File: src/hw/rtl/uhp_pkg.sv
// ----------------------------------------------------------------------------
// uhp_pkg
// Shared types and constants for the URI scheme, host and port parser.
// ----------------------------------------------------------------------------
package uhp_pkg;

  // final status codes
  typedef enum logic [2:0] {
    ST_OK        = 3'd0,
    ST_NO_SCHEME = 3'd1,
    ST_NOT_MATCH = 3'd2,
    ST_NO_SLASH1 = 3'd3,
    ST_NO_SLASH2 = 3'd4,
    ST_NO_HOST   = 3'd5,
    ST_BAD_PORT  = 3'd6
  } uhp_status_e;

  // result kind, carried on tuser
  typedef enum logic {
    KIND_HOST  = 1'b0,
    KIND_FINAL = 1'b1
  } uhp_kind_e;

  localparam logic [7:0]  CHAR_COLON = 8'h3A;
  localparam logic [7:0]  CHAR_QMARK = 8'h3F;
  localparam logic [7:0]  CHAR_SLASH = 8'h2F;
  localparam logic [7:0]  CHAR_ZERO  = 8'h30;
  localparam logic [7:0]  CHAR_NINE  = 8'h39;

  localparam logic [2:0]  SCHEME_LEN = 3'd5;
  localparam logic [16:0] PORT_OVF   = 17'h10000;
  localparam logic [15:0] DEFAULT_PORT_RST = 16'd2917;

  // one accepted input item
  typedef struct packed {
    logic [7:0] char_byte;
    logic       is_end;
  } uhp_item_t;

  // one result item
  typedef struct packed {
    logic [15:0] port_number;
    uhp_status_e status;
    logic [7:0]  host_byte;
    uhp_kind_e   kind;
  } uhp_result_t;

  // expected scheme text, one character per position
  function automatic logic [7:0] scheme_char(input logic [2:0] idx);
    logic [7:0] c;
    begin
      case (idx)
        3'd0:    c = 8'h65;  // e
        3'd1:    c = 8'h6C;  // l
        3'd2:    c = 8'h76;  // v
        3'd3:    c = 8'h69;  // i
        3'd4:    c = 8'h6E;  // n
        default: c = 8'h00;
      endcase
      return c;
    end
  endfunction

endpackage

File: src/hw/rtl/uhp_in_stage.sv
// ----------------------------------------------------------------------------
// uhp_in_stage
// Input register: holds one accepted character request for the parse core.
// ----------------------------------------------------------------------------
module uhp_in_stage (
  input  logic               clk_i,
  input  logic               rst_ni,
  input  logic               in_valid_i,
  output logic               in_ready_o,
  input  uhp_pkg::uhp_item_t in_item_i,
  output logic               item_valid_o,
  input  logic               item_take_i,
  output uhp_pkg::uhp_item_t item_o
);
  import uhp_pkg::*;

  logic      valid_q, valid_d;
  uhp_item_t item_q;

  // free when empty or when the held request leaves this cycle
  assign in_ready_o = !valid_q || item_take_i;

  always_comb begin
    valid_d = valid_q;
    if (in_ready_o) begin
      valid_d = in_valid_i;
    end
  end

  // control flag
  always_ff @(posedge clk_i or negedge rst_ni) begin
    if (!rst_ni) begin
      valid_q <= 1'b0;
    end else begin
      valid_q <= valid_d;
    end
  end

  // payload
  always_ff @(posedge clk_i) begin
    if (in_ready_o && in_valid_i) begin
      item_q <= in_item_i;
    end
  end

  assign item_valid_o = valid_q;
  assign item_o       = item_q;

endmodule

File: src/hw/rtl/uhp_core.sv
// ----------------------------------------------------------------------------
// uhp_core
// Parse state and result register: one character per cycle, unless stalled,
// updates the phase, scheme match, port accumulator and latched error, and
// loads a host character or final result into the output register.
// ----------------------------------------------------------------------------
module uhp_core (
  input  logic                 clk_i,
  input  logic                 rst_ni,
  input  logic                 item_valid_i,
  output logic                 item_take_o,
  input  uhp_pkg::uhp_item_t   item_i,
  input  logic [15:0]          default_port_i,
  output logic                 res_valid_o,
  input  logic                 res_ready_i,
  output uhp_pkg::uhp_result_t res_o
);
  import uhp_pkg::*;

  typedef enum logic [2:0] {
    PH_SCHEME    = 3'd0,
    PH_SLASH1    = 3'd1,
    PH_SLASH2    = 3'd2,
    PH_HOSTSTART = 3'd3,
    PH_HOST      = 3'd4,
    PH_PORT      = 3'd5,
    PH_TRAIL     = 3'd6,
    PH_FAILED    = 3'd7
  } phase_e;

  phase_e      phase_q, phase_d;
  logic [2:0]  idx_q, idx_d;
  logic        bad_q, bad_d;
  logic [16:0] acc_q, acc_d;
  logic        digit_q, digit_d;
  uhp_status_e fail_q, fail_d;

  logic        res_valid_q, res_valid_d;
  uhp_result_t res_q, res_d;

  logic        emit;
  logic        out_free;
  logic        is_digit;
  logic [7:0]  c;
  logic [19:0] acc_next;
  uhp_status_e fin_st;
  logic [15:0] fin_port;

  assign c        = item_i.char_byte;
  assign is_digit = (c >= CHAR_ZERO) && (c <= CHAR_NINE);

  // acc * 10 + digit, only used while acc holds no overflow mark
  assign acc_next = {acc_q, 3'b000} + {2'b00, acc_q, 1'b0} + {12'd0, c - CHAR_ZERO};

  // final status and port from the current phase
  always_comb begin
    fin_st   = ST_OK;
    fin_port = default_port_i;
    case (phase_q)
      PH_SCHEME:    fin_st = ST_NO_SCHEME;
      PH_SLASH1:    fin_st = ST_NO_SLASH1;
      PH_SLASH2:    fin_st = ST_NO_SLASH2;
      PH_HOSTSTART: fin_st = ST_NO_HOST;
      PH_HOST:      fin_st = ST_OK;
      PH_PORT: begin
        if (!digit_q || acc_q[16]) begin
          fin_st = ST_BAD_PORT;
        end else begin
          fin_port = acc_q[15:0];
        end
      end
      PH_TRAIL: begin
        if (digit_q) begin
          fin_port = acc_q[15:0];
        end
      end
      default:      fin_st = fail_q;
    endcase
    if (fin_st != ST_OK) begin
      fin_port = 16'd0;
    end
  end

  // next parse state and result for the held character
  always_comb begin
    phase_d = phase_q;
    idx_d   = idx_q;
    bad_d   = bad_q;
    acc_d   = acc_q;
    digit_d = digit_q;
    fail_d  = fail_q;
    emit    = 1'b0;
    res_d   = '0;

    if (item_i.is_end) begin
      emit              = 1'b1;
      res_d.kind        = KIND_FINAL;
      res_d.status      = fin_st;
      res_d.port_number = fin_port;
      phase_d = PH_SCHEME;
      idx_d   = 3'd0;
      bad_d   = 1'b0;
      acc_d   = '0;
      digit_d = 1'b0;
      fail_d  = ST_OK;
    end else begin
      case (phase_q)
        PH_SCHEME: begin
          if (c == CHAR_COLON) begin
            if (bad_q || idx_q != SCHEME_LEN) begin
              fail_d  = ST_NOT_MATCH;
              phase_d = PH_FAILED;
            end else begin
              phase_d = PH_SLASH1;
            end
          end else begin
            if (idx_q >= SCHEME_LEN || c != scheme_char(idx_q)) begin
              bad_d = 1'b1;
            end
            if (idx_q < SCHEME_LEN) begin
              idx_d = idx_q + 3'd1;
            end
          end
        end
        PH_SLASH1: begin
          if (c == CHAR_SLASH) begin
            phase_d = PH_SLASH2;
          end
        end
        PH_SLASH2: begin
          if (c == CHAR_SLASH) begin
            phase_d = PH_HOSTSTART;
          end
        end
        PH_HOSTSTART, PH_HOST: begin
          if (c == CHAR_COLON || c == CHAR_QMARK) begin
            if (phase_q == PH_HOSTSTART) begin
              fail_d  = ST_NO_HOST;
              phase_d = PH_FAILED;
            end else if (c == CHAR_COLON) begin
              acc_d   = '0;
              digit_d = 1'b0;
              phase_d = PH_PORT;
            end else begin
              phase_d = PH_TRAIL;
            end
          end else begin
            phase_d         = PH_HOST;
            emit            = 1'b1;
            res_d.kind      = KIND_HOST;
            res_d.host_byte = c;
          end
        end
        PH_PORT: begin
          if (is_digit) begin
            digit_d = 1'b1;
            if (!acc_q[16]) begin
              if (acc_next[19:16] != 4'd0) begin
                acc_d = PORT_OVF;
              end else begin
                acc_d = acc_next[16:0];
              end
            end
          end else if (!digit_q || acc_q[16]) begin
            fail_d  = ST_BAD_PORT;
            phase_d = PH_FAILED;
          end else begin
            phase_d = PH_TRAIL;
          end
        end
        default: ;
      endcase
    end
  end

  // advance when the result register can take what this character produces
  assign out_free    = !res_valid_q || res_ready_i;
  assign item_take_o = item_valid_i && (out_free || !emit);

  always_comb begin
    res_valid_d = res_valid_q;
    if (res_ready_i) begin
      res_valid_d = 1'b0;
    end
    if (item_take_o && emit) begin
      res_valid_d = 1'b1;
    end
  end

  // parse state and result valid
  always_ff @(posedge clk_i or negedge rst_ni) begin
    if (!rst_ni) begin
      phase_q     <= PH_SCHEME;
      idx_q       <= 3'd0;
      bad_q       <= 1'b0;
      acc_q       <= '0;
      digit_q     <= 1'b0;
      fail_q      <= ST_OK;
      res_valid_q <= 1'b0;
    end else begin
      res_valid_q <= res_valid_d;
      if (item_take_o) begin
        phase_q <= phase_d;
        idx_q   <= idx_d;
        bad_q   <= bad_d;
        acc_q   <= acc_d;
        digit_q <= digit_d;
        fail_q  <= fail_d;
      end
    end
  end

  // result payload
  always_ff @(posedge clk_i) begin
    if (item_take_o && emit) begin
      res_q <= res_d;
    end
  end

  assign res_valid_o = res_valid_q;
  assign res_o       = res_q;

endmodule

File: src/hw/rtl/uri_scheme_host_port_parser.sv
// ----------------------------------------------------------------------------
// uri_scheme_host_port_parser
// Streams a URI one character per request and reports host characters and
// a final status with the port.
// ----------------------------------------------------------------------------
// Usage:
//   s_axis carries one URI character per request in tdata[7:0]; tlast marks
//   the terminator request, whose data byte is ignored.
//   m_axis returns zero or one result per request. tuser is the kind: 0 for a
//   host character (tdata[7:0]), 1 for the final result with status in
//   tdata[10:8] and the port in tdata[26:11].
//   cfg_we_i/cfg_wdata_i write the default port; write it only while idle.
// Timing:
//   a request is accepted into the input register, parsed by the core and
//   its result registered in the output register that drives m_axis. One
//   request per cycle is sustained while no result stalls on m_axis; the
//   parse step over the phase register and port accumulator sets that rate.
// Reset:
//   the parse restarts at the scheme, the output is empty and the default
//   port returns to 2917.
// Stall:
//   while m_axis_tready is low a held result stays; requests that give no
//   result keep flowing, and one more request waits in the input register.
// ----------------------------------------------------------------------------
module uri_scheme_host_port_parser (
  input  logic        clk_i,
  input  logic        rst_ni,
  input  logic        s_axis_tvalid,
  output logic        s_axis_tready,
  input  logic [7:0]  s_axis_tdata,   // [7:0] char_byte
  input  logic        s_axis_tlast,
  output logic        m_axis_tvalid,
  input  logic        m_axis_tready,
  output logic [31:0] m_axis_tdata,   // [7:0] host_byte, [10:8] status,
                                      // [26:11] port_number, [31:27] zero
  output logic        m_axis_tuser,   // [0] kind
  input  logic        cfg_we_i,
  input  logic [15:0] cfg_wdata_i
);
  import uhp_pkg::*;

  logic [15:0] default_port_q;
  uhp_item_t   in_item;
  uhp_item_t   item;
  logic        item_valid;
  logic        item_take;
  uhp_result_t res;

  // default port register
  always_ff @(posedge clk_i or negedge rst_ni) begin
    if (!rst_ni) begin
      default_port_q <= DEFAULT_PORT_RST;
    end else if (cfg_we_i) begin
      default_port_q <= cfg_wdata_i;
    end
  end

  assign in_item.char_byte = s_axis_tdata;
  assign in_item.is_end    = s_axis_tlast;

  uhp_in_stage u_in (
    .clk_i        (clk_i),
    .rst_ni       (rst_ni),
    .in_valid_i   (s_axis_tvalid),
    .in_ready_o   (s_axis_tready),
    .in_item_i    (in_item),
    .item_valid_o (item_valid),
    .item_take_i  (item_take),
    .item_o       (item)
  );

  uhp_core u_core (
    .clk_i          (clk_i),
    .rst_ni         (rst_ni),
    .item_valid_i   (item_valid),
    .item_take_o    (item_take),
    .item_i         (item),
    .default_port_i (default_port_q),
    .res_valid_o    (m_axis_tvalid),
    .res_ready_i    (m_axis_tready),
    .res_o          (res)
  );

  // pack result fields
  assign m_axis_tdata = {5'd0, res.port_number, res.status, res.host_byte};
  assign m_axis_tuser = res.kind;

endmodule

File: config.mk
export PLATFORM = sky130hd
export DESIGN_NAME = uri_scheme_host_port_parser
export DESIGN_NICKNAME = d
export VERILOG_FILES = /design/src/hw/rtl/uhp_pkg.sv /design/src/hw/rtl/uhp_in_stage.sv /design/src/hw/rtl/uhp_core.sv /design/src/hw/rtl/uri_scheme_host_port_parser.sv
export SDC_FILE = /design/constraint.sdc
export NUM_CORES = 1
export LEC_CHECK = 0
export ABC_AREA = 1
export BUFFER_PORTS_ARGS = -buffer_cell sky130_fd_sc_hd__buf_2
export CORE_MARGIN = 1.5
export CORE_UTILIZATION = 39
export CTS_CLUSTER_DIAMETER = 100
export DETAILED_ROUTE_END_ITERATION = 8
export PLACE_DENSITY = 0.6
export SYNTH_ARGS = -nofsm -noshare
export SYNTH_HDL_FRONTEND = slang
export SYNTH_SLANG_ARGS = --single-unit
File: constraint.sdc
create_clock -name clk_i -period 4.2 [get_ports clk_i]
set_clock_uncertainty 0.2 [all_clocks]
set_input_delay 0 -clock clk_i [delete_from_list [all_inputs] [get_ports clk_i]]
set_output_delay 0 -clock clk_i [all_outputs]
set_load 0.02 [all_outputs]
# After elaboration in Yosys (flattened, before gate mapping)
# Index checks and enable logic that the tools add are counted.
# word_totals
romBits	0
word_cells	146
input_bits	30
regBits	83
output_inout_bits	35
ram_bits	0
mem_count	0
latchBits	0
# classes
add_sub_neg	4
n_mux	56
n_reduce_logical	36
n_lt_le_gt_ge	4
eq_ne	28
bitwise_logic	2
div_mod_pow	0
shifts	0
n_mul	0
# ops
cell	count
$mux 17	7
$mux 3	20
$pmux 7 s5	1
$pmux 17 s2	1
$mux 16	2
$pmux 16 s2	1
$ne 3x2->1 const B	9
$eq 8x6->1 const B	3
$mux 8	3
$add 20x18->20	1
$add 20x8->20	1
$pmux 3 s6	1
$mux 1	16
$pmux 3 s5	1
$eq 3x2->1 const B	4
$eq 3x3->1 const B	4
$ne 3x3->1 const B	4
$reduce_and 6->1	2
$pmux 3 s3	1
$ge 8x6->1 const B	1
$le 8x6->1 const B	1
$ne 8x8->1	1
$reduce_and 4->1	2
$reduce_and 8->1	1
other kinds (20)	42

# Longest topological paths before layout
# Gate-level depths: netlist of run 1.
# logic_depth
depth_word	11
depth_mapped	19
ltp_nobuf	18

# Cells and area by module
# A second synthesis of run 1 with hierarchy kept.
# unflattened
cells_unflattened	704
hier_area_um2	5541.6
# by_module_without_submodules
mod	cells_per_inst	area_each_um2	n_inst	seq_area_each_um2
uhp_core	615	4531.8	1	1566.5
uri_scheme_host_port_parser	74	694.4	1	409.1
uhp_in_stage	15	315.3	1	295.3

# Worst setup path before layout of run 1
# OpenSTA, ideal clock, no wires.
# synth_path
kind	reg-to-reg
start	reg u_in.item_q (netlist bit u_in.item_o[5])
end	reg u_core.acc_q[5]
stages_incl_launch_ff	20
t_arrival_ps	2836
slack_ps	1101
t_required_ps	3936
period_less_slack_ps	3099
path_buffers	1
setup_time_ps	64
path_cell_list	edfxtp_1 ha_1 xor2_1 fa_1 inv_1 ha_1 nand2_1 clkinv_1 nand2_1 nand2_1 nand2_1 nand3_1 nand2_1 nand2_1 nand2_1 nand3_1 nor2_4 buf_6 nand3_1 nand2_2
# synth_via
elab_chain_len	9
word_cells_on_any_way	24
cone_classes	add/sub (2); order compare (2); eq/ne (5); mux (8); reduce/logical (7)
# synth_rtl
item	line_no	text
from (decl)	uhp_in_stage.sv:18	uhp_item_t item_q;
from (signal assigned)	uhp_in_stage.sv:42	item_q <= in_item_i;
branches (longest 9 deep; another with $add 20x8->20)	--	
to (signal assigned)	uhp_core.sv:196	acc_q <= '0;
to (signal assigned)	uhp_core.sv:206	acc_q <= acc_d;
to (decl)	uhp_core.sv:34	logic [16:0] acc_q, acc_d;
# Parallel ways; which one is timed is not known. The select of a mux whose other input is x is not followed.
# A chain may end at the register's enable or synchronous reset.

# Final worst setup path of run 1
# Same ends and word-level chain as after synthesis.

==> key figures, run 1 <==
Finish
  – Multi-input logic area: approximately 2800 um^2
  – Share of cells above drive strength 1: 0.195
  – # diodes: 0
  – Filler instances: around 1300
  – Fin cells: 939
  – Final core occ: 0.484
  – Fin nets: a little over 800
  – P&R area growth vs syn: 21.8%
  – Final instance area: 6700 um^2
  – Seq. cell area: 2270 um^2

Clock tree
  – Worst-skew pair later-pin latency: roughly 350 ps
  – CTS root buf: clkbuf_16
  – Clk slew on worst S/H paths: 60 ps
  – CTS Buf Count: 9
  – Post-CTS Setup Repair Bufs: 0
  – Max Buffers Root-to-Sink: 2
  – CTS tree: yes
  – # clock sinks: 83
  – Post-CTS Resized: 0
  – H-tree levels: 3

Route
  – Post-route antenna net violation count: 0
  – DR vias: between 4000 and 5000
  – Pre-antenna DRT Iters: 7
  – Detailed router's first-iteration violation count: between 300 and 400
  – DR vias/cell: around 4.9
  – DR WL/cell: 14.2 um
  – Post-route DRC: 0
  – Final WL: 13.3 mm

Floorplan
  – Die Width: ~120 um
  – # IOs: 65
  – Core area: 13800 um^2
  – Die height: between 100 and 150 um
  – Initial Util: 0.398
  – Floorplan row count: 43
  – Die ar.: about 15000 um^2

Synth
  – Mean area per synthesized cell: 8.47 um^2
  – Post-synth top flop: dfrtp_1
  – FF+latch count, synth: 83
  – Sequential share of the synthesized area: 0.413
  – Largest area contributor in the netlist: edfxtp_1
  – Post-synthesis compound-gate area fraction: 0.0680
  – Dominant cells by area after synthesis: edfxtp_1 (20%), dfrtp_1 (18%), nand2_1 (11%), ha_1 (8.2%), inv_1 (5.7%)
  – Post-synth ARST share: 0.554
  – Top cell type's share of synthesized area: 0.202
  – Netlist cell types: 46
  – Adder-cell share of the synthesized area: 0.104
  – Post-synth EDFFs: 37
  – Synth Warn #: 0
  – Synth Area in XOR/XNOR: 0.0271
  – Simple-Gate Fraction of Synth Area: 0.268
  – Gate count of the mapped netlist: around 650
  – Syn Std Cell Area: 5500 um^2
  – Mux cell area share after synthesis: 0.0307
  – Largest family of logic cells by synthesized area: simple AND/OR/NAND/NOR gates

Power and ir drop
  – Maximum VDD drop: roughly 0.17 mV
  – Total power: roughly 3 mW
  – Pwr Density: 450 nW/um^2
  – P_leak: 3.40 nW

Timing
  – Fmax: 288 MHz
  – Setup TNS: 0 ps
  – RSZ-0062 raised after global routing: no
  – Final Critical Period: 3470 ps
  – Max-slew violation count: 0
  – Final setup margin: between 700 and 800 ps
  – Relative slew margins: 0.292
  – Slew of the pin with the lowest slew margin: between 1000 and 1500 ps
  – Setup violators final: 0
  – Min Hold Slack: about 160 ps
  – Fin crit share: 0.827
  – Final hold violations: 0

Global routing
  – Antenna violations before repair: 0
  – M1 GR Usage: 0.232
  – Met3 global-route usage: 0.0337
  – GRT Residual Overflow: 0
  – Global Route Usage Sum: 0.192
  – GRT met2 Usage: 0.338
  – Global routing's busiest layer: met2
  – Vias in the first global route: approximately 4700
  – First-pass GRT wire length: 22.1 mm
  – Pin count of the biggest net entering global routing: between 40 and 50

Setup path
  – CP Data Arrival Time: about 3600 ps
  – Crit path max-delay cell type: fa_1
  – Critical-path cell list: ha_1 > xor2_1 > fa_1 > inv_1 > ha_1 > nand2_1 > clkinv_1 > nand2_1 > o21ai_2 > nand2_1 > nand2_1 > nand2_1 > nand2_1 > nand2_1 > nor2_4 > nand3_1 > nand2_2
  – CP peak stage delay: about 500 ps
  – CP Launch Type: register
  – CP top delay family: simple AND/OR/NAND/NOR gates
  – Worst endpoint required time: between 4000 and 5000 ps
  – Kind of critical path: register to register
  – Max Fanout on Critical Path: 17
  – Setup crit end kind: register
  – CP Buf/Inv Count: 2
  – Most frequent CP cell: nand2_1

Placed design
  – DP Cell Count: ~880
  – DP Worst Slack: around 770 ps
  – Port bufs: between 50 and 60
  – Dpl hpwl: a little under 10 mm
  – GPL Wtd Cong: slightly above 0.9
  – Placed instance area: slightly below 6000 um^2

Job
  – Max-Cap Viols: 0

Worst hold path
  – Worst hold path class: input pin to register

Run status
  – Status: completed
==> kinds of logic after synthesis <==
logic type / count (synthesis)
compound gates: 66
other cells: 1
mux: 15
buf+inv: 110
xor+xnor: 17
flops: 83
fa+ha+maj: 42
simple gates: 315
==> cells in the final DEF, fill, tap and decap left out, types with 8 or more instances in the layout <==
cell type,instances
a21oi_1,35
buf_2,59
clkbuf_16,9
dfrtp_1,39
dlygate4sd3_1,47
edfxtp_1,37
ha_1,36
inv_1,83
mux2_2,15
nand2_1,162
nand2_2,16
nand3_1,62
nor2_1,44
o21ai_0,21
xnor2_1,8
xor2_1,9
==> per-layer routing <==
| layer | share of wire | vias up | wire (um) |
|---|---|---|---|
| met1 | 0.44 | 2133 | 5890 |
| li1 | - | 2301 | - |
| met3 | 0.036 | 21 | 485 |
| met4 | 0.018 | 0 | 241 |
| met2 | 0.50 | 103 | 6740 |
| met5 | 0 | - | 0 |
==> power breakdown <==
| group | total (mW) | internal [mW] | leakage (nW) | switching [mW] |
|---|---|---|---|---|
| Combinational | 1.02 | 0.356 | 2.30 | 0.662 |
| Clock | 0.864 | 0.525 | 0.161 | 0.340 |
| Sequential | 1.13 | 1.03 | 0.944 | 0.106 |
==> what timing repair did <==
action	4_1_cts	5_1_grt
hold buffers	47	0
hold endpoints to repair	66	0
endpoints found under the setup margin	0	0
==> path summary, 6_finish.rpt <==
check | endpoint | slack [ps] | cells after the start | startpoint
worst max-delay path | u_core.acc_q[5]$_DFFE_PN0P_ | 730 | 17 | u_in.item_o[5]$_DFFE_PP_
worst min-delay path | u_in.item_o[7]$_DFFE_PP_ | 160 | 2 | s_axis_tdata[6]
worst max register to register | u_core.acc_q[5]$_DFFE_PN0P_ | 730 | 17 | u_in.item_o[5]$_DFFE_PP_
worst min register to register | u_core.fail_q[1]$_DFFE_PN0P_ | 320 | 2 | u_core.fail_q[1]$_DFFE_PN0P_
max in group asynchronous | u_core.acc_q[11]$_DFFE_PN0P_ | 2950 | 2 | rst_ni
min in group asynchronous | u_core.idx_q[2]$_DFFE_PN0P_ | 190 | 2 | rst_ni
==> state kept, by name, summed over array words and instances, names as in the netlist <==
name,flops
u_core.res_o,28
u_core.acc_q,17
default_port_q,16
u_in.item_o,9
u_core.fail_q,3
u_core.idx_q,3
u_core.phase_q,3
u_core.bad_q,1
u_core.digit_q,1
u_core.res_valid_o,1
u_in.item_valid_o,1
==> synthesized netlist by cell type (all sizes together), types with 7 or more instances <==
library cell / count
a21oi: 36
buf: 11
dfrtp: 39
dfstp: 7
edfxtp: 37
ha: 36
inv: 89
mux2: 15
nand2: 185
nand3: 65
nor2: 52
o21ai: 25
xnor2: 8
xor2: 9
==> cell type report <==
cell class / instances / area share
Clock buffer: 9 / 0.0336
Clock inverter: 7 / 0.0144
Inverter: 93 / 0.0529
Multi-Input combinational cell: 460 / 0.411
Sequential cell: 83 / 0.339
Tap cell: 180 / 0.0336
Timing Repair Buffer: 107 / 0.115
Note: power is estimated with default switching activity, not from simulation.
==> run 2, diff against run 1 <==
==> constraint.sdc (replaced) <==
create_clock -name clk_i -period 3.6 [get_ports clk_i]
set_clock_uncertainty 0.2 [all_clocks]
set_input_delay 0 -clock clk_i [delete_from_list [all_inputs] [get_ports clk_i]]
set_output_delay 0 -clock clk_i [all_outputs]
set_load 0.02 [all_outputs]
==> run 2 against run 1 <==
Clock power is 12% higher. Worst hold slack better by 4.5 ps. Combinational power is 17% higher. Critical endpoint is now u_core.acc_q[4]$_DFFE_PN0P_. Highest routed layer unchanged.
==> key figures, run 2 (synthesized netlist as in run 1, its figures left out) <==
Run status
  – Status: completed

Job
  – Max-Cap Viols: 0

Floorplan
  – Die height: around 120 um
  – Floorplan row count: 43
  – Initial Util: 0.398
  – Die ar.: around 15000 um^2
  – Die Width: roughly 120 um
  – Core area: approximately 14000 um^2
  – # IOs: 65

Setup path
  – CP Launch Type: register
  – FF-to-FF End: u_core.acc_q[4]$_DFFE_PN0P_
  – Cells on worst reg2reg path: 18
  – Worst setup path startpoint: u_in.item_o[5]$_DFFE_PP_
  – CP Data Arrival Time: between 3000 and 4000 ps
  – Worst endpoint required time: ~3700 ps
  – FF-to-FF setup slack: approximately 250 ps
  – Kind of critical path: register to register
  – Crit path to: u_core.acc_q[4]$_DFFE_PN0P_
  – Max Fanout on Critical Path: 17
  – Crit Reg-Reg Startpoint: u_in.item_o[5]$_DFFE_PP_
  – Setup crit end kind: register

Timing
  – Relative slew margins: 0.293
  – Final hold violations: 0
  – Fin crit share: 0.930
  – Setup violators final: 0
  – Final setup margin: approximately 250 ps
  – Final Critical Period: about 3300 ps
  – Setup TNS: 0 ps
  – Slew of the pin with the lowest slew margin: about 1100 ps
  – Fmax: ~300 MHz
  – Max-slew violation count: 0
  – RSZ-0062 raised after global routing: no
  – Min Hold Slack: 167 ps

Power and ir drop
  – P_leak: around 3.4 nW
  – Maximum VDD drop: 0.212 mV
  – Total power: about 3.5 mW
  – Pwr Density: between 500 and 600 nW/um^2

Route
  – Pre-antenna DRT Iters: 4
  – DR vias: 4622
  – DR WL/cell: 14.1 um
  – DR vias/cell: 4.91
  – Final WL: 13.2 mm
  – Post-route antenna net violation count: 0
  – Post-route DRC: 0
  – Detailed router's first-iteration violation count: between 200 and 300

Placed design
  – Dpl hpwl: between 9 and 10 mm
  – GPL Wtd Cong: roughly 0.87
  – DP Worst Slack: between 60 and 70 ps
  – Port bufs: 59

Global routing
  – Global Route Usage Sum: 0.188
  – Pin count of the biggest net entering global routing: 47
  – Antenna violations before repair: 0
  – GRT Residual Overflow: 0
  – Vias in the first global route: ~4600
  – First-pass GRT wire length: roughly 22 mm

Finish
  – P&R area growth vs syn: 22.4%
  – Max reg flops: 28
  – # diodes: 0
  – Most frequent cells in the layout: nand2_1 (162), inv_1 (83), nand3_1 (62), buf_2 (59), dlygate4sd3_1 (47)
  – Fin nets: 829
  – Share of cells above drive strength 1: 0.198
  – Commonest non-fill, non-tap cell in the layout: nand2_1

Clock tree
  – Post-CTS Resized: 0
  – CTS root buf: clkbuf_16
  – H-tree levels: 3
  – Max Buffers Root-to-Sink: 2
  – Clk slew on worst S/H paths: around 60 ps
  – CTS Buf Count: 9
  – # clock sinks: 83
  – Worst-skew pair later-pin latency: around 350 ps
  – CTS tree: yes

Worst hold path
  – Worst hold path class: input pin to register
[run 2: changes by cell type in the layout (fill, tap and decap cells not counted), sizes merged]
cell	delta
buf	+3
bufinv	-1
clkbuf	+1
[run 2: layout make-up]
cell class	instances	area, um^2
multi-input cells	460	2750
clock inverters	6	66.3
clock buffers	10	250
inverters	93	354
fillers	1294	7100
well taps	180	225
repair buffers	110	808
flip-flops and latches	83	2270
[run 2: repair_timing]
| item | CTS | global route |
|---|---|---|
| endpoints found under the hold margin | 66 | 0 |
| setup buffers | 0 | 2 |
| hold buffers | 47 | 0 |
| endpoints found under the setup margin | 0 | 17 |
[run 2: how the worst min path moves through the flow]
stage,startpoint,to,slack [ps],depth (start not counted)
after global placement,s_axis_tdata[1],u_in.item_o[2]$_DFFE_PP_,-20,1
after CTS,s_axis_tdata[5],u_in.item_o[6]$_DFFE_PP_,160,2
after detailed placement,s_axis_tdata[5],u_in.item_o[6]$_DFFE_PP_,-20,1
final,s_axis_tdata[2],u_in.item_o[3]$_DFFE_PP_,170,2
after floorplan,rst_ni,default_port_q[10]$_DFFE_PN0P_,-500,0
after global routing,s_axis_tdata[3],u_in.item_o[4]$_DFFE_PP_,180,2
[run 2: worst max-delay path: stages, from the launching register on]
cell	delay (ps)
edfxtp_1	440
inv_1	90
ha_1	320
fa_1	490
inv_1	50
ha_1	330
or2_1	260
nand3_1	90
nand2_1	140
nand2_1	120
nand2_1	50
nand2_1	50
nand2_1	60
inv_1	60
nand2_1	70
nor2_4	110
buf_12	150
nand3_1	80
nand2_2	90
[run 2: routing by layer]
| layer | global-route usage | vias to the layer above | wire length (um) |
|---|---|---|---|
| met5 | 0 | - | 0 |
| li1 | - | 2307 | - |
| met2 | 0.331 | 95 | 6680 |
| met4 | 0.0662 | 0 | 252 |
| met3 | 0.0370 | 19 | 536 |
| met1 | 0.230 | 2201 | 5780 |
[run 2: power by group]
part           switching (mW)  total, mW  leakage (nW)  internal [mW]
Combinational           0.772       1.19          2.32          0.417
Clock                   0.386      0.970         0.159          0.584
Sequential              0.124       1.32         0.944           1.20
[run 2: through the flow]
step / instance area (um^2) / cells / util
after floorplan: 5510 / 653 / -
after global placement: 5910 / 877 / 0.428
after detailed placement: 5910 / 877 / 0.428
after CTS: 6700 / 940 / 0.485
after global routing: 6730 / 942 / 0.487
final: 6730 / 942 / 0.487
==> run 3, diff against run 2 <==
--- a/config.mk
+++ b/config.mk
@@ -7,11 +7,12 @@
 export LEC_CHECK = 0
 export ABC_AREA = 1
 export BUFFER_PORTS_ARGS = -buffer_cell sky130_fd_sc_hd__buf_2
-export CORE_MARGIN = 1.5
+export CORE_MARGIN = 3
 export CORE_UTILIZATION = 39
 export CTS_CLUSTER_DIAMETER = 100
 export DETAILED_ROUTE_END_ITERATION = 8
 export PLACE_DENSITY = 0.6
+export SLEW_MARGIN = 0
 export SYNTH_ARGS = -nofsm -noshare
 export SYNTH_HDL_FRONTEND = slang
 export SYNTH_SLANG_ARGS = --single-unit
==> run 3 against run 2 <==
Sequential power about the same. Sequential share of layout area up 0.97 points. Die area up 5.0%. Worst hold slack worse by 160 ps. First-iteration DRC count up 30%.
==> key figures, run 3 (synthesized netlist as in run 1, its figures left out) <==
Finish
  – Final core occ: 0.484
  – Most frequent cells in the layout: nand2_1 (160), inv_1 (83), nand3_1 (62), buf_2 (59), nor2_1 (44)
  – Fin nets: just over 800
  – P&R area growth vs syn: 19.0%
  – # diodes: 0
  – Share of cells above drive strength 1: 0.205
  – Final instance area: 6540 um^2
  – Max reg flops: 28
  – Commonest non-fill, non-tap cell in the layout: nand2_1

Clock tree
  – # clock sinks: slightly above 80
  – Max Buffers Root-to-Sink: 2
  – Clk slew on worst S/H paths: 60 ps
  – CTS root buf: clkbuf_16
  – Worst-skew pair later-pin latency: between 300 and 400 ps
  – CTS tree: yes
  – H-tree levels: 3
  – CTS Buf Count: 9

Placed design
  – Placed instance area: roughly 5900 um^2
  – Dpl hpwl: ~9.6 mm
  – Port bufs: between 50 and 60
  – GPL Wtd Cong: roughly 0.86

Global routing
  – Vias in the first global route: ~4600
  – Antenna violations before repair: 0
  – First-pass GRT wire length: approximately 22 mm
  – GRT Residual Overflow: 0
  – Global Route Usage Sum: 0.166
  – Pin count of the biggest net entering global routing: 47

Route
  – DR vias/cell: 4.81
  – Post-route antenna net violation count: 0
  – DR WL/cell: about 14 um
  – Detailed router's first-iteration violation count: 354
  – DR vias: 4444
  – Pre-antenna DRT Iters: 5
  – Post-route DRC: 0
  – Final WL: roughly 13 mm

Setup path
  – CP Buf/Inv Count: 3
  – CP top delay family: simple AND/OR/NAND/NOR gates
  – Max Fanout on Critical Path: 17
  – CP Launch Type: register
  – FF-to-FF End: u_core.acc_q[9]$_DFFE_PN0P_
  – Worst endpoint required time: between 3000 and 4000 ps
  – Cells on worst reg2reg path: 16
  – Kind of critical path: register to register
  – FF-to-FF setup slack: 270 ps
  – CP Data Arrival Time: between 3000 and 4000 ps
  – Setup crit end kind: register
  – Critical-path cell list: inv_1 > ha_1 > fa_1 > inv_1 > ha_1 > or2_1 > nand3_1 > nand2_1 > nand2_1 > nand3_1 > nand2_1 > nand3_1 > nor2_4 > buf_12 > nand3_1 > nand2_1
  – CP peak stage delay: slightly below 500 ps
  – Crit Reg-Reg Startpoint: u_in.item_o[5]$_DFFE_PP_
  – Crit path max-delay cell type: fa_1

Floorplan
  – Die height: between 100 and 150 um
  – Core area: 13500 um^2
  – # IOs: 65
  – Die Width: 125 um
  – Floorplan row count: between 40 and 50
  – Die ar.: roughly 16000 um^2
  – Initial Util: 0.407

Timing
  – Max-slew violation count: 0
  – Final hold violations: 0
  – Relative slew margins: 0.292
  – Slew of the pin with the lowest slew margin: between 1000 and 1500 ps
  – Setup violators final: 0
  – Fin crit share: 0.925
  – Fmax: between 300 and 400 MHz
  – RSZ-0062 raised after global routing: no
  – Setup TNS: 0 ps
  – Final Critical Period: between 3000 and 4000 ps

Power and ir drop
  – Total power: about 3.3 mW
  – P_leak: 3.33 nW
  – Maximum VDD drop: 0.247 mV
  – Pwr Density: 510 nW/um^2

Worst hold path
  – Worst hold path class: input pin to register
  – Critical hold path startpoint: cfg_we_i
  – Hold Crit Depth: 2
  – Worst Hold Path EP: default_port_q[12]$_DFFE_PN0P_

Run status
  – Status: completed

Job
  – Max-Cap Viols: 0
==> run 3: changes by cell type in the layout (fill, tap and decap cells not counted) <==
cell           before  now
clkinv_4            1    3
nand2_1           162  160
ha_2                0    1
clkinv_2            2    1
inv_6               3    2
clkinv_1            3    4
clkbuf_16          10    9
nand2_2            16   18
dlygate4sd3_1      47   32
clkinvlp_4          0    1
ha_1               36   35
bufinv_16           1    0
==> run 3: final cells by class <==
class / instances / area, um^2
flip-flops and latches: 83 / 2270
multi-input cells: 460 / 2760
clock inverters: 7 / 51.3
fillers: 1247 / 6960
well taps: 176 / 220
inverters: 93 / 354
clock buffers: 9 / 225
repair buffers: 95 / 658
==> run 3: per-stage QoR <==
| step | hold slack [ps] | std cells | setup slack [ps] |
|---|---|---|---|
| 2_1_floorplan | -496 | 653 | 501 |
| 3_3_place_gp | -23.2 | 873 | 191 |
| 4_1_cts | 5.60 | 921 | 107 |
| 6_report | 9.47 | 923 | 268 |
| 5_1_grt | 30.3 | 923 | 1.97 |
| 3_5_place_dp | -20.7 | 873 | 141 |
==> run 3: timing repair <==
| item | in CTS | in global routing |
|---|---|---|
| setup endpoints to repair | 0 | 17 |
| hold buffers | 32 | 0 |
| gates resized for setup | 0 | 3 |
| buffers inserted | 0 | 2 |
| endpoints found under the hold margin | 66 | 0 |
==> run 3: worst max path at each step <==
stage | from | end | slack (ps) | depth (start not counted)
final | u_in.item_o[5]$_DFFE_PP_ | u_core.acc_q[9]$_DFFE_PN0P_ | 270 | 16
after global routing | u_in.item_o[5]$_DFFE_PP_ | u_core.acc_q[9]$_DFFE_PN0P_ | 2 | 19
after CTS | u_in.item_o[5]$_DFFE_PP_ | u_core.acc_q[9]$_DFFE_PN0P_ | 110 | 17
after detailed placement | u_in.item_o[5]$_DFFE_PP_ | u_core.acc_q[7]$_DFFE_PN0P_ | 140 | 17
after global placement | u_in.item_o[5]$_DFFE_PP_ | u_core.acc_q[4]$_DFFE_PN0P_ | 190 | 17
after floorplan | u_in.item_o[5]$_DFFE_PP_ | u_core.acc_q[5]$_DFFE_PN0P_ | 500 | 19
==> run 3: layer usage <==
metal | global-route usage | up-vias | routed length (um)
li1 | - | 2277 | -
met1 | 0.225 | 2067 | 6040
met2 | 0.279 | 86 | 5870
met3 | 0.0236 | 14 | 432
met4 | 0.0426 | 0 | 155
met5 | 0 | - | 0
==> run 3: worst reg2reg max path: stages (launching register included) <==
cell and delay, ps:
edfxtp_1 440, inv_1 90, ha_1 320, fa_1 490, inv_1 40, ha_1 340, or2_1 260, nand3_1 90
nand2_1 100, nand2_1 110, nand3_1 80, nand2_1 110, nand3_1 120, nor2_4 140, buf_12 150, nand3_1 70
nand2_1 100
==> run 3: power breakdown <==
| group | leakage [nW] | switching [mW] | total (mW) | internal (mW) |
|---|---|---|---|---|
| clock network | 0.134 | 0.387 | 0.858 | 0.471 |
| logic | 2.25 | 0.762 | 1.16 | 0.396 |
| registers | 0.944 | 0.121 | 1.32 | 1.20 |
| total | 3.33 | 1.27 | 3.34 | 2.07 |
